File: config.mk
export PLATFORM = sky130hd
export DESIGN_NAME = calendar_date_day_index_convert_core_flat
export DESIGN_NICKNAME = d
export VERILOG_FILES = /design/src/rtl/cdi_pkg.sv /design/src/rtl/cdi_req_if.sv /design/src/rtl/cdi_rsp_if.sv /design/src/rtl/calendar_date_day_index_convert_core.sv /design/src/rtl/cdi_alu.sv /design/src/flat_wrapper.sv
export SDC_FILE = /design/constraint.sdc
export NUM_CORES = 1
export LEC_CHECK = 0
export ABC_AREA = 0
export BUFFER_PORTS_ARGS = -buffer_cell sky130_fd_sc_hd__buf_2
export CORE_MARGIN = 3
export CORE_UTILIZATION = 61
export CTS_BUF_LIST = sky130_fd_sc_hd__clkbuf_8
export CTS_CLUSTER_SIZE = 8
export DETAILED_ROUTE_END_ITERATION = 10
export HOLD_SLACK_MARGIN = 0.15
export PLACE_DENSITY_LB_ADDON = 0.1
export SLEW_MARGIN = 30
export SYNTH_ARGS = -nofsm -noshare
export SYNTH_HDL_FRONTEND = slang
export SYNTH_HIERARCHICAL = 1
export SYNTH_SLANG_ARGS = --single-unit
File: constraint.sdc
create_clock -name clock -period 6.6 [get_ports clock]
set_input_delay 0 -clock clock [delete_from_list [all_inputs] [get_ports clock]]
set_output_delay 0 -clock clock [all_outputs]
set_load 0.02 [all_outputs]
File: src/rtl/cdi_pkg.sv
// Shared types, constants and the month length function of the date/day index converter.
`default_nettype none

package cdi_pkg;

   // Day accumulator wide enough for the widest year window.
   localparam int ACC_W = 20;
   localparam int LEN_W = 9;

   localparam logic [LEN_W-1:0] YEAR_DAYS      = 9'd365;
   localparam logic [LEN_W-1:0] LEAP_YEAR_DAYS = 9'd366;
   localparam logic [3:0]       MONTH_FIRST    = 4'd1;
   localparam logic [3:0]       MONTH_LAST     = 4'd12;

   // Operation codes.
   localparam logic OP_DATE_TO_INDEX = 1'b0;
   localparam logic OP_INDEX_TO_DATE = 1'b1;

   // Control for the shared add/subtract/compare unit.
   typedef struct packed {
      logic             sub;
      logic [LEN_W-1:0] operand;
   } alu_ctl_type;

   typedef struct packed {
      logic [ACC_W-1:0] sum;
      logic             ge;
   } alu_res_type;

   // Length of a month; zero for a month code outside 1..12.
   function automatic logic [LEN_W-1:0] cdi_month_days(input logic leap,
                                                       input logic [3:0] month);
      logic [LEN_W-1:0] len;
      unique case (month) inside
         4'd1, 4'd3, 4'd5, 4'd7, 4'd8, 4'd10, 4'd12: len = 9'd31;
         4'd4, 4'd6, 4'd9, 4'd11:                   len = 9'd30;
         4'd2:    len = leap ? 9'd29 : 9'd28;
         default: len = '0;
      endcase
      return len;
   endfunction

endpackage

`default_nettype wire

File: src/rtl/cdi_req_if.sv
// Request channel of the date/day index converter.
`default_nettype none

interface cdi_req_if;
   logic               valid;
   logic               ready;
   logic               operation;
   logic [11:0]        year_in;
   logic [3:0]         month_in;
   logic [4:0]         day_in;
   logic signed [16:0] index_in;

   modport source (output valid, output operation, output year_in, output month_in,
                   output day_in, output index_in, input ready);
   modport sink (input valid, input operation, input year_in, input month_in,
                 input day_in, input index_in, output ready);
endinterface

`default_nettype wire

File: src/rtl/cdi_rsp_if.sv
// Response channel of the date/day index converter.
`default_nettype none

interface cdi_rsp_if;
   logic        valid;
   logic        ready;
   logic        ok;
   logic [15:0] index_out;
   logic [11:0] year_out;
   logic [3:0]  month_out;
   logic [4:0]  day_out;

   modport source (output valid, output ok, output index_out, output year_out,
                   output month_out, output day_out, input ready);
   modport sink (input valid, input ok, input index_out, input year_out,
                 input month_out, input day_out, output ready);
endinterface

`default_nettype wire

File: src/rtl/calendar_date_day_index_convert_core.sv
// Gregorian date <-> day index converter. Day 0 is 1 January of FIRST_YEAR and the
// window ends on 31 December of LAST_YEAR. Operation 0 checks a date and returns its
// day index; operation 1 turns a day index into year, month and day. Invalid input
// gives ok=0 and zero fields. One item is in flight at a time: after a transfer on the
// request side the core steps the years from FIRST_YEAR, checks the date for
// operation 0, steps the months and presents the result; the year and month steps
// share a single add/subtract/compare unit. Inputs rejected up front go straight to
// the result. The request side is ready again once the response transfer completes.
`default_nettype none

module calendar_date_day_index_convert_core #(
   parameter int FIRST_YEAR = 1970,
   parameter int LAST_YEAR  = 2099
) (
   input wire logic clock,
   input wire logic reset,
   cdi_req_if.sink  req_chan,
   cdi_rsp_if.source rsp_chan
);
   import cdi_pkg::*;

   localparam logic [12:0] FIRST_Y  = 13'(FIRST_YEAR);
   localparam logic [12:0] LAST_Y   = 13'(LAST_YEAR);
   localparam logic [1:0]  MOD4_0   = 2'(FIRST_YEAR % 4);
   localparam logic [6:0]  MOD100_0 = 7'(FIRST_YEAR % 100);
   localparam logic [8:0]  MOD400_0 = 9'(FIRST_YEAR % 400);

   localparam logic [2:0] ST_IDLE  = 3'd0;
   localparam logic [2:0] ST_YEAR  = 3'd1;
   localparam logic [2:0] ST_CHECK = 3'd2;
   localparam logic [2:0] ST_MONTH = 3'd3;
   localparam logic [2:0] ST_DONE  = 3'd4;

   logic [2:0]       state_ff, state_in;
   logic             op_ff, op_in;
   logic [11:0]      y_ff, y_in;
   logic [3:0]       m_ff, m_in;
   logic [4:0]       d_ff, d_in;
   logic [12:0]      yr_ff, yr_in;
   logic [3:0]       mo_ff, mo_in;
   logic [1:0]       mod4_ff, mod4_in;
   logic [6:0]       mod100_ff, mod100_in;
   logic [8:0]       mod400_ff, mod400_in;
   logic [ACC_W-1:0] acc_ff, acc_in;

   logic        ok_ff, ok_in;
   logic [15:0] idx_ff, idx_in;
   logic [11:0] yo_ff, yo_in;
   logic [3:0]  mon_ff, mon_in;
   logic [4:0]  dy_ff, dy_in;

   logic             leap;
   logic [LEN_W-1:0] ylen;
   logic [LEN_W-1:0] mlen;
   logic             req_xfer;
   alu_ctl_type      alu_ctl;
   alu_res_type      alu_res;

   // Leap year of the year counter, from the running remainders.
   assign leap = ((mod4_ff == 2'd0) && (mod100_ff != 7'd0)) || (mod400_ff == 9'd0);
   assign ylen = leap ? LEAP_YEAR_DAYS : YEAR_DAYS;
   assign mlen = cdi_month_days(leap, mo_ff);

   assign req_xfer       = req_chan.valid && req_chan.ready;
   assign req_chan.ready = (state_ff == ST_IDLE);
   assign rsp_chan.valid = (state_ff == ST_DONE);

   cdi_alu u_alu (
      .acc (acc_ff),
      .ctl (alu_ctl),
      .res (alu_res)
   );

   // Sequencer
   always_comb begin
      state_in  = state_ff;
      op_in     = op_ff;
      y_in      = y_ff;
      m_in      = m_ff;
      d_in      = d_ff;
      yr_in     = yr_ff;
      mo_in     = mo_ff;
      mod4_in   = mod4_ff;
      mod100_in = mod100_ff;
      mod400_in = mod400_ff;
      acc_in    = acc_ff;
      ok_in     = ok_ff;
      idx_in    = idx_ff;
      yo_in     = yo_ff;
      mon_in    = mon_ff;
      dy_in     = dy_ff;
      alu_ctl.sub     = op_ff;
      alu_ctl.operand = ylen;

      unique case (state_ff)
         ST_IDLE: begin
            if (req_xfer) begin
               op_in     = req_chan.operation;
               y_in      = req_chan.year_in;
               m_in      = req_chan.month_in;
               d_in      = req_chan.day_in;
               yr_in     = FIRST_Y;
               mo_in     = MONTH_FIRST;
               mod4_in   = MOD4_0;
               mod100_in = MOD100_0;
               mod400_in = MOD400_0;
               acc_in    = (req_chan.operation == OP_INDEX_TO_DATE) ?
                           {{(ACC_W-16){1'b0}}, req_chan.index_in[15:0]} : '0;
               ok_in  = 1'b0;
               idx_in = '0;
               yo_in  = '0;
               mon_in = '0;
               dy_in  = '0;
               if ((req_chan.operation == OP_DATE_TO_INDEX &&
                    ({1'b0, req_chan.year_in} < FIRST_Y ||
                     {1'b0, req_chan.year_in} > LAST_Y)) ||
                   (req_chan.operation == OP_INDEX_TO_DATE && req_chan.index_in[16])) begin
                  state_in = ST_DONE;
               end else begin
                  state_in = ST_YEAR;
               end
            end
         end

         ST_YEAR: begin
            if (op_ff == OP_DATE_TO_INDEX) begin
               if (yr_ff < {1'b0, y_ff}) begin
                  acc_in    = alu_res.sum;
                  yr_in     = yr_ff + 13'd1;
                  mod4_in   = mod4_ff + 2'd1;
                  mod100_in = (mod100_ff == 7'd99) ? 7'd0 : mod100_ff + 7'd1;
                  mod400_in = (mod400_ff == 9'd399) ? 9'd0 : mod400_ff + 9'd1;
               end else begin
                  state_in = ST_CHECK;
               end
            end else begin
               if (yr_ff > LAST_Y) begin
                  state_in = ST_DONE;
               end else if (alu_res.ge) begin
                  acc_in    = alu_res.sum;
                  yr_in     = yr_ff + 13'd1;
                  mod4_in   = mod4_ff + 2'd1;
                  mod100_in = (mod100_ff == 7'd99) ? 7'd0 : mod100_ff + 7'd1;
                  mod400_in = (mod400_ff == 9'd399) ? 9'd0 : mod400_ff + 9'd1;
               end else begin
                  state_in = ST_MONTH;
               end
            end
         end

         // Day against the month length; a bad month code has length zero
         ST_CHECK: begin
            if (d_ff == 5'd0 || {4'd0, d_ff} > cdi_month_days(leap, m_ff)) begin
               state_in = ST_DONE;
            end else begin
               state_in = ST_MONTH;
            end
         end

         ST_MONTH: begin
            alu_ctl.operand = mlen;
            if (op_ff == OP_DATE_TO_INDEX) begin
               if (mo_ff < m_ff) begin
                  acc_in = alu_res.sum;
                  mo_in  = mo_ff + 4'd1;
               end else begin
                  // last step adds the day of month minus one
                  alu_ctl.operand = {4'd0, d_ff - 5'd1};
                  ok_in    = 1'b1;
                  idx_in   = alu_res.sum[15:0];
                  state_in = ST_DONE;
               end
            end else begin
               if (mo_ff > MONTH_LAST) begin
                  state_in = ST_DONE;
               end else if (alu_res.ge) begin
                  acc_in = alu_res.sum;
                  mo_in  = mo_ff + 4'd1;
               end else begin
                  ok_in    = 1'b1;
                  yo_in    = yr_ff[11:0];
                  mon_in   = mo_ff;
                  dy_in    = acc_ff[4:0] + 5'd1;
                  state_in = ST_DONE;
               end
            end
         end

         ST_DONE: begin
            if (rsp_chan.ready) begin
               state_in = ST_IDLE;
            end
         end

         default: begin
            state_in = ST_IDLE;
         end
      endcase
   end

   // Control state
   always_ff @(posedge clock) begin
      if (reset) begin
         state_ff <= ST_IDLE;
      end else begin
         state_ff <= state_in;
      end
   end

   // Working and result registers
   always_ff @(posedge clock) begin
      op_ff     <= op_in;
      y_ff      <= y_in;
      m_ff      <= m_in;
      d_ff      <= d_in;
      yr_ff     <= yr_in;
      mo_ff     <= mo_in;
      mod4_ff   <= mod4_in;
      mod100_ff <= mod100_in;
      mod400_ff <= mod400_in;
      acc_ff    <= acc_in;
      ok_ff     <= ok_in;
      idx_ff    <= idx_in;
      yo_ff     <= yo_in;
      mon_ff    <= mon_in;
      dy_ff     <= dy_in;
   end

   assign rsp_chan.ok        = ok_ff;
   assign rsp_chan.index_out = idx_ff;
   assign rsp_chan.year_out  = yo_ff;
   assign rsp_chan.month_out = mon_ff;
   assign rsp_chan.day_out   = dy_ff;

   // Checks
   a_one_side: assert property (@(posedge clock) disable iff (reset)
      !(rsp_chan.valid && req_chan.ready))
      else $error("request and response sides open together");

   a_busy_after_xfer: assert property (@(posedge clock) disable iff (reset)
      req_xfer |=> !req_chan.ready)
      else $error("request accepted while an item is in flight");

   a_fail_zero: assert property (@(posedge clock) disable iff (reset)
      (rsp_chan.valid && !rsp_chan.ok) |->
         (rsp_chan.index_out == 16'd0 && rsp_chan.year_out == 12'd0 &&
          rsp_chan.month_out == 4'd0 && rsp_chan.day_out == 5'd0))
      else $error("failed result with nonzero fields");

   a_month_range: assert property (@(posedge clock) disable iff (reset)
      (rsp_chan.valid && rsp_chan.ok && op_ff == OP_INDEX_TO_DATE) |->
         (rsp_chan.month_out >= MONTH_FIRST && rsp_chan.month_out <= MONTH_LAST &&
          rsp_chan.day_out != 5'd0))
      else $error("converted date out of range");

endmodule

`default_nettype wire

File: src/rtl/cdi_alu.sv
// Shared add/subtract unit with a compare against the same operand.
`default_nettype none

module cdi_alu (
   input  wire logic [cdi_pkg::ACC_W-1:0] acc,
   input  wire cdi_pkg::alu_ctl_type      ctl,
   output      cdi_pkg::alu_res_type      res
);
   import cdi_pkg::*;

   logic [ACC_W-1:0] opnd;

   assign opnd    = {{(ACC_W-LEN_W){1'b0}}, ctl.operand};
   assign res.sum = ctl.sub ? (acc - opnd) : (acc + opnd);
   assign res.ge  = (acc >= opnd);

endmodule

`default_nettype wire

File: src/flat_wrapper.sv
// flat-port wrapper written by rule: the top's interface ports become plain ports
module calendar_date_day_index_convert_core_flat import cdi_pkg::*;
#(
   parameter int FIRST_YEAR = 1970,
   parameter int LAST_YEAR  = 2099
)
  (clock, reset, req_chan_valid, req_chan_operation, req_chan_year_in, req_chan_month_in, req_chan_day_in, req_chan_index_in, req_chan_ready, rsp_chan_valid, rsp_chan_ok, rsp_chan_index_out, rsp_chan_year_out, rsp_chan_month_out, rsp_chan_day_out, rsp_chan_ready);
  cdi_req_if req_chan_i ();
  cdi_rsp_if rsp_chan_i ();
  input wire logic clock;
  input wire logic reset;
  input wire logic [$bits(req_chan_i.valid)-1:0] req_chan_valid;
  input wire logic [$bits(req_chan_i.operation)-1:0] req_chan_operation;
  input wire logic [$bits(req_chan_i.year_in)-1:0] req_chan_year_in;
  input wire logic [$bits(req_chan_i.month_in)-1:0] req_chan_month_in;
  input wire logic [$bits(req_chan_i.day_in)-1:0] req_chan_day_in;
  input wire logic [$bits(req_chan_i.index_in)-1:0] req_chan_index_in;
  output wire logic [$bits(req_chan_i.ready)-1:0] req_chan_ready;
  output wire logic [$bits(rsp_chan_i.valid)-1:0] rsp_chan_valid;
  output wire logic [$bits(rsp_chan_i.ok)-1:0] rsp_chan_ok;
  output wire logic [$bits(rsp_chan_i.index_out)-1:0] rsp_chan_index_out;
  output wire logic [$bits(rsp_chan_i.year_out)-1:0] rsp_chan_year_out;
  output wire logic [$bits(rsp_chan_i.month_out)-1:0] rsp_chan_month_out;
  output wire logic [$bits(rsp_chan_i.day_out)-1:0] rsp_chan_day_out;
  input wire logic [$bits(rsp_chan_i.ready)-1:0] rsp_chan_ready;
  assign req_chan_i.valid = req_chan_valid;
  assign req_chan_i.operation = req_chan_operation;
  assign req_chan_i.year_in = req_chan_year_in;
  assign req_chan_i.month_in = req_chan_month_in;
  assign req_chan_i.day_in = req_chan_day_in;
  assign req_chan_i.index_in = req_chan_index_in;
  assign req_chan_ready = req_chan_i.ready;
  assign rsp_chan_valid = rsp_chan_i.valid;
  assign rsp_chan_ok = rsp_chan_i.ok;
  assign rsp_chan_index_out = rsp_chan_i.index_out;
  assign rsp_chan_year_out = rsp_chan_i.year_out;
  assign rsp_chan_month_out = rsp_chan_i.month_out;
  assign rsp_chan_day_out = rsp_chan_i.day_out;
  assign rsp_chan_i.ready = rsp_chan_ready;
  calendar_date_day_index_convert_core #(.FIRST_YEAR(FIRST_YEAR), .LAST_YEAR(LAST_YEAR)) u_core (.clock(clock), .reset(reset), .req_chan(req_chan_i), .rsp_chan(rsp_chan_i));
endmodule
==> impl_metrics.csv <==
group,metric,value,unit
synth,async_flop_share,0,%
synth,yosys_warnings,6,
setup_path,crit_path_cell_trace,"ha_1, o21a_1, nor2_1, nor3_1, nor2_1, and2_1, a211oi_1, inv_1, ha_1, a21oi_1, nor2b_1, a21o_1, nand2_1, nand4b_1, nor2b_1, nand2_1, o21ai_2, buf_4",
sta,fmax,0.192,GHz
sta,tns,0,ns
clocking,clockRootBuffer,"clkbuf_8",
floorplanning,dieWidth,115,um
finish,final_common_cell,"edfxtp_1",
setup_path,worst_path_largest_cell_delay,0.53,ns
sta,rsz0062_at_grt,"no",
global_route,grt_max_degree,40,
floorplanning,coreArea,0.0115,sq mm
synth,synth-seq-area-share,48.4,%
global_route,grt_overflow,0,
synth,ys_types,71,
pwr,switching_share,33.8,%
synth,ys.flop_type,"edfxtp_1",
sta,setup_viol,0,
sta,hold_viol,0,
drt,vias_per_cell,6.00,
sta,max_slew_margin,40.1,%
floorplanning,die-area,0.0132,sq mm
global_route,grt_pass1_wl,27.3,mm
finish,fin_area,0.00857,sq mm
drt,wl_per_cell,17.5,um
setup_path,worstSetupStartpointType,"register",
pwr,p_int,0.00140,W
clocking,htreeDepth,4,
setup_path,path_class,"reg -> reg",
worst_hold_path,hold_class,"in -> reg",
finish,fillCellCount,821,
sta,drv_slew,0,
finish,fin_cells,987,
pwr,leakage,3.49,nW
placement,place_area,0.00779,sq mm
sta,max_slew.worst_pin.slew,0.898,ns
drt,postRouteAntennaNets,0,
finish,drive_above_1_share,16.6,%
synth,syn_inst,706,
pwr,pwr-share-comb,25.2,%
drt,drc,0,
synth,synth.top_cell.area_share,47.6,%
sta,fin_crit_sh,79.1,%
clocking,cts_sinks,118,
setup_path,crit_fanout,12,
job,maxCapViolCount,0,
synth,yosys.area.top_type,"edfxtp_1",
floorplanning,pin_count,83,
clocking,cts_buffer_depth,2,
finish,final_cell_mix,"edfxtp_1, buf_2, nand2_1, nor2_1, inv_1",
sta,fin_skew,0.0101,ns
sta,finalCriticalPeriod,5.22,ns
sta,whs,0.266,ns
synth,avgSynthCellArea,10.3,sq um
synth,ys_ff_latch,118,
synth,synthTopCellsByArea,"edfxtp_1, ha_1, and2_1",
setup_path,required,6.75,ns
placement,hpwl,11.6,mm
global_route,antenna_found_initial,0,
clocking,cts_tree,"built",
placement,place_inst,912,
finish,antennaDiodeCount,0,
global_route,grt_use_total,26.5,%
clocking,clk_pin_slew_worst_paths,0.07,ns
pwr,power_density,246,mW/mm^2
pwr,worst_ir_drop_vdd,0.167,mV
synth,synth-edff-count,115,
clocking,cts_made_buffers,17,
clocking,clk_latency,0.45,ns
floorplanning,rows,39,
setup_path,cp-end-kind,"register",
drt,vias,5918,
pwr,p_sw,0.000713,W
pwr,clock_power_share,27.2,%
floorplanning,die_h,115,um
finish,ff_latch_area,0.00351,sq mm
setup_path,crit_arrival,5.37,ns
drt,drt_iter0_markers,499,
finish,area_delta_synth_final,18.1,%
finish,multi_input_area,0.00345,sq mm
drt,wl,17.2,mm
drt,dr.pass1.iters,6,
synth,synth_area,0.00726,sq mm
floorplanning,initial_utilization,63.0,%
pwr,pwr-share-seq,47.6,%
status,status,"finished, final reports clean",
placement,io_buffers,82,
finish,nets,922,
setup_path,critPathSlowestCell,"edfxtp_1",
placement,routabilityCongestion,0.914,
global_route,first_global_vias,5877,
## synthesized netlist by cell type, types with 2 or more instances
cell type    n
clkbuf_1    24
o221ai_2     2
a211oi_1     4
nand2b_1     8
nor3_1      15
o32ai_1      3
nor2b_1      8
o21ai_0     34
nand2_1     59
o211ai_1     4
a2bb2oi_1    2
nor4_1       7
a21oi_1     25
o311a_1      2
dfxtp_1      3
nor3b_1      6
a22o_1      17
nand4_1     12
nand4b_1     4
o31ai_1      6
mux2i_1      4
a31oi_1      6
inv_1       51
o2111ai_1    5
and3_1      10
edfxtp_1   115
or3b_1       2
ha_1        46
xor2_1      22
fa_1         2
or2_2        6
a22oi_1      3
o21a_1       5
o21ai_1      2
nand3_1     24
or4_1        2
or3_1        7
xnor2_1     20
nor2_1      58
a21o_1       2
nand3b_1     3
and2_1      37
## path summary, 6_finish.rpt
path	from	to	slack, ns	cells past startpoint
worst max-delay path	u_core/mo_ff[2]	u_core/rsp_chan.year_out[4]	1.38	18
worst min-delay path	req_chan_year_in[0]	u_core/y_ff[0]	0.27	2
worst max register to register	u_core/mo_ff[2]	u_core/rsp_chan.year_out[4]	1.38	18
worst min register to register	u_core/mod4_ff[0]	u_core/mod4_ff[0]	0.56	1
## per-stage QoR
stage | power (W) | setup slack, ns | util, %
floorplan | 0.00137 | 1.19 | -
global placement | 0.00150 | 1.63 | 67.7
detailed placement | 0.00152 | 1.44 | 67.7
CTS | 0.00212 | 1.39 | 74.4
global route | 0.00221 | 0.950 | 74.4
finish | 0.00211 | 1.38 | 74.4
## routing by layer
metal | part of all wire, % | global-route usage [%] | wire length, um | vias up
met3 | 5.6 | 5.32 | 963 | 48
met4 | 3.0 | 12.3 | 517 | 0
met1 | 41 | 31.1 | 7010 | 2829
met2 | 51 | 46.8 | 8760 | 216
li1 | - | - | - | 2825
met5 | 0 | 0 | 0 | -
## cell families (layout without fill, tap and decap cells)
kind of cell	Yosys count	after routing	synth area share, %
buffers and inverters	78	215	4.21
XOR/XNOR	42	42	5.07
AND/OR/NAND/NOR	276	276	19.8
other	1	2	0.0517
multiplexers	5	5	0.707
flip-flops	118	118	48.4
adder cells (fa/ha/maj)	48	48	8.48
AO/OA/AOI/OAI	138	138	13.3
## state kept, by name, indices dropped and copies added (netlist names), 5 cells and up
name                       cells
u_core/y_ff                   12
u_core/mod100_ff               7
u_core/d_ff                    5
u_core/rsp_chan.year_out      12
u_core/mod400_ff               9
u_core/acc_ff                 20
u_core/yr_ff                  13
u_core/rsp_chan.day_out        5
u_core/rsp_chan.index_out     16
## final cells by class
type	count	area share, %
multi-input cells	511	40.2
flip-flops and latches	118	41.0
clock inverters	15	1.26
repair buffers	132	10.4
clock buffers	17	2.73
inverters	51	2.23
well taps	143	2.09
## critical path, delay by kind of cell, from the launching register on
| family | cells | cell delay, ns |
|---|---|---|
| adder cells (fa/ha/maj) | 2 | 0.75 |
| buffers and inverters | 2 | 0.39 |
| flip-flops | 1 | 0.53 |
| AO/OA/AOI/OAI | 5 | 1.35 |
| AND/OR/NAND/NOR | 9 | 1.87 |
## power groups by stage
stage / clock (W) / combinational [W] / sequential (W)
2_1_floorplan: 0 / 0.000339 / 0.00103
3_3_place_gp: 0 / 0.000485 / 0.00102
5_1_grt: 0.000617 / 0.000580 / 0.00102
6_report: 0.000574 / 0.000531 / 0.00101
4_1_cts: 0.000588 / 0.000524 / 0.00100
3_5_place_dp: 0 / 0.000499 / 0.00102
## what timing repair did
| item | 4_1_cts | 5_1_grt |
|---|---|---|
| gates resized for setup | 0 | 0 |
| setup endpoints to repair | 0 | 0 |
| setup buffers | 0 | 0 |
| hold buffers | 43 | 0 |
| hold endpoints to repair | 45 | 0 |
No activity file was read; power rests on OpenSTA's default activity.
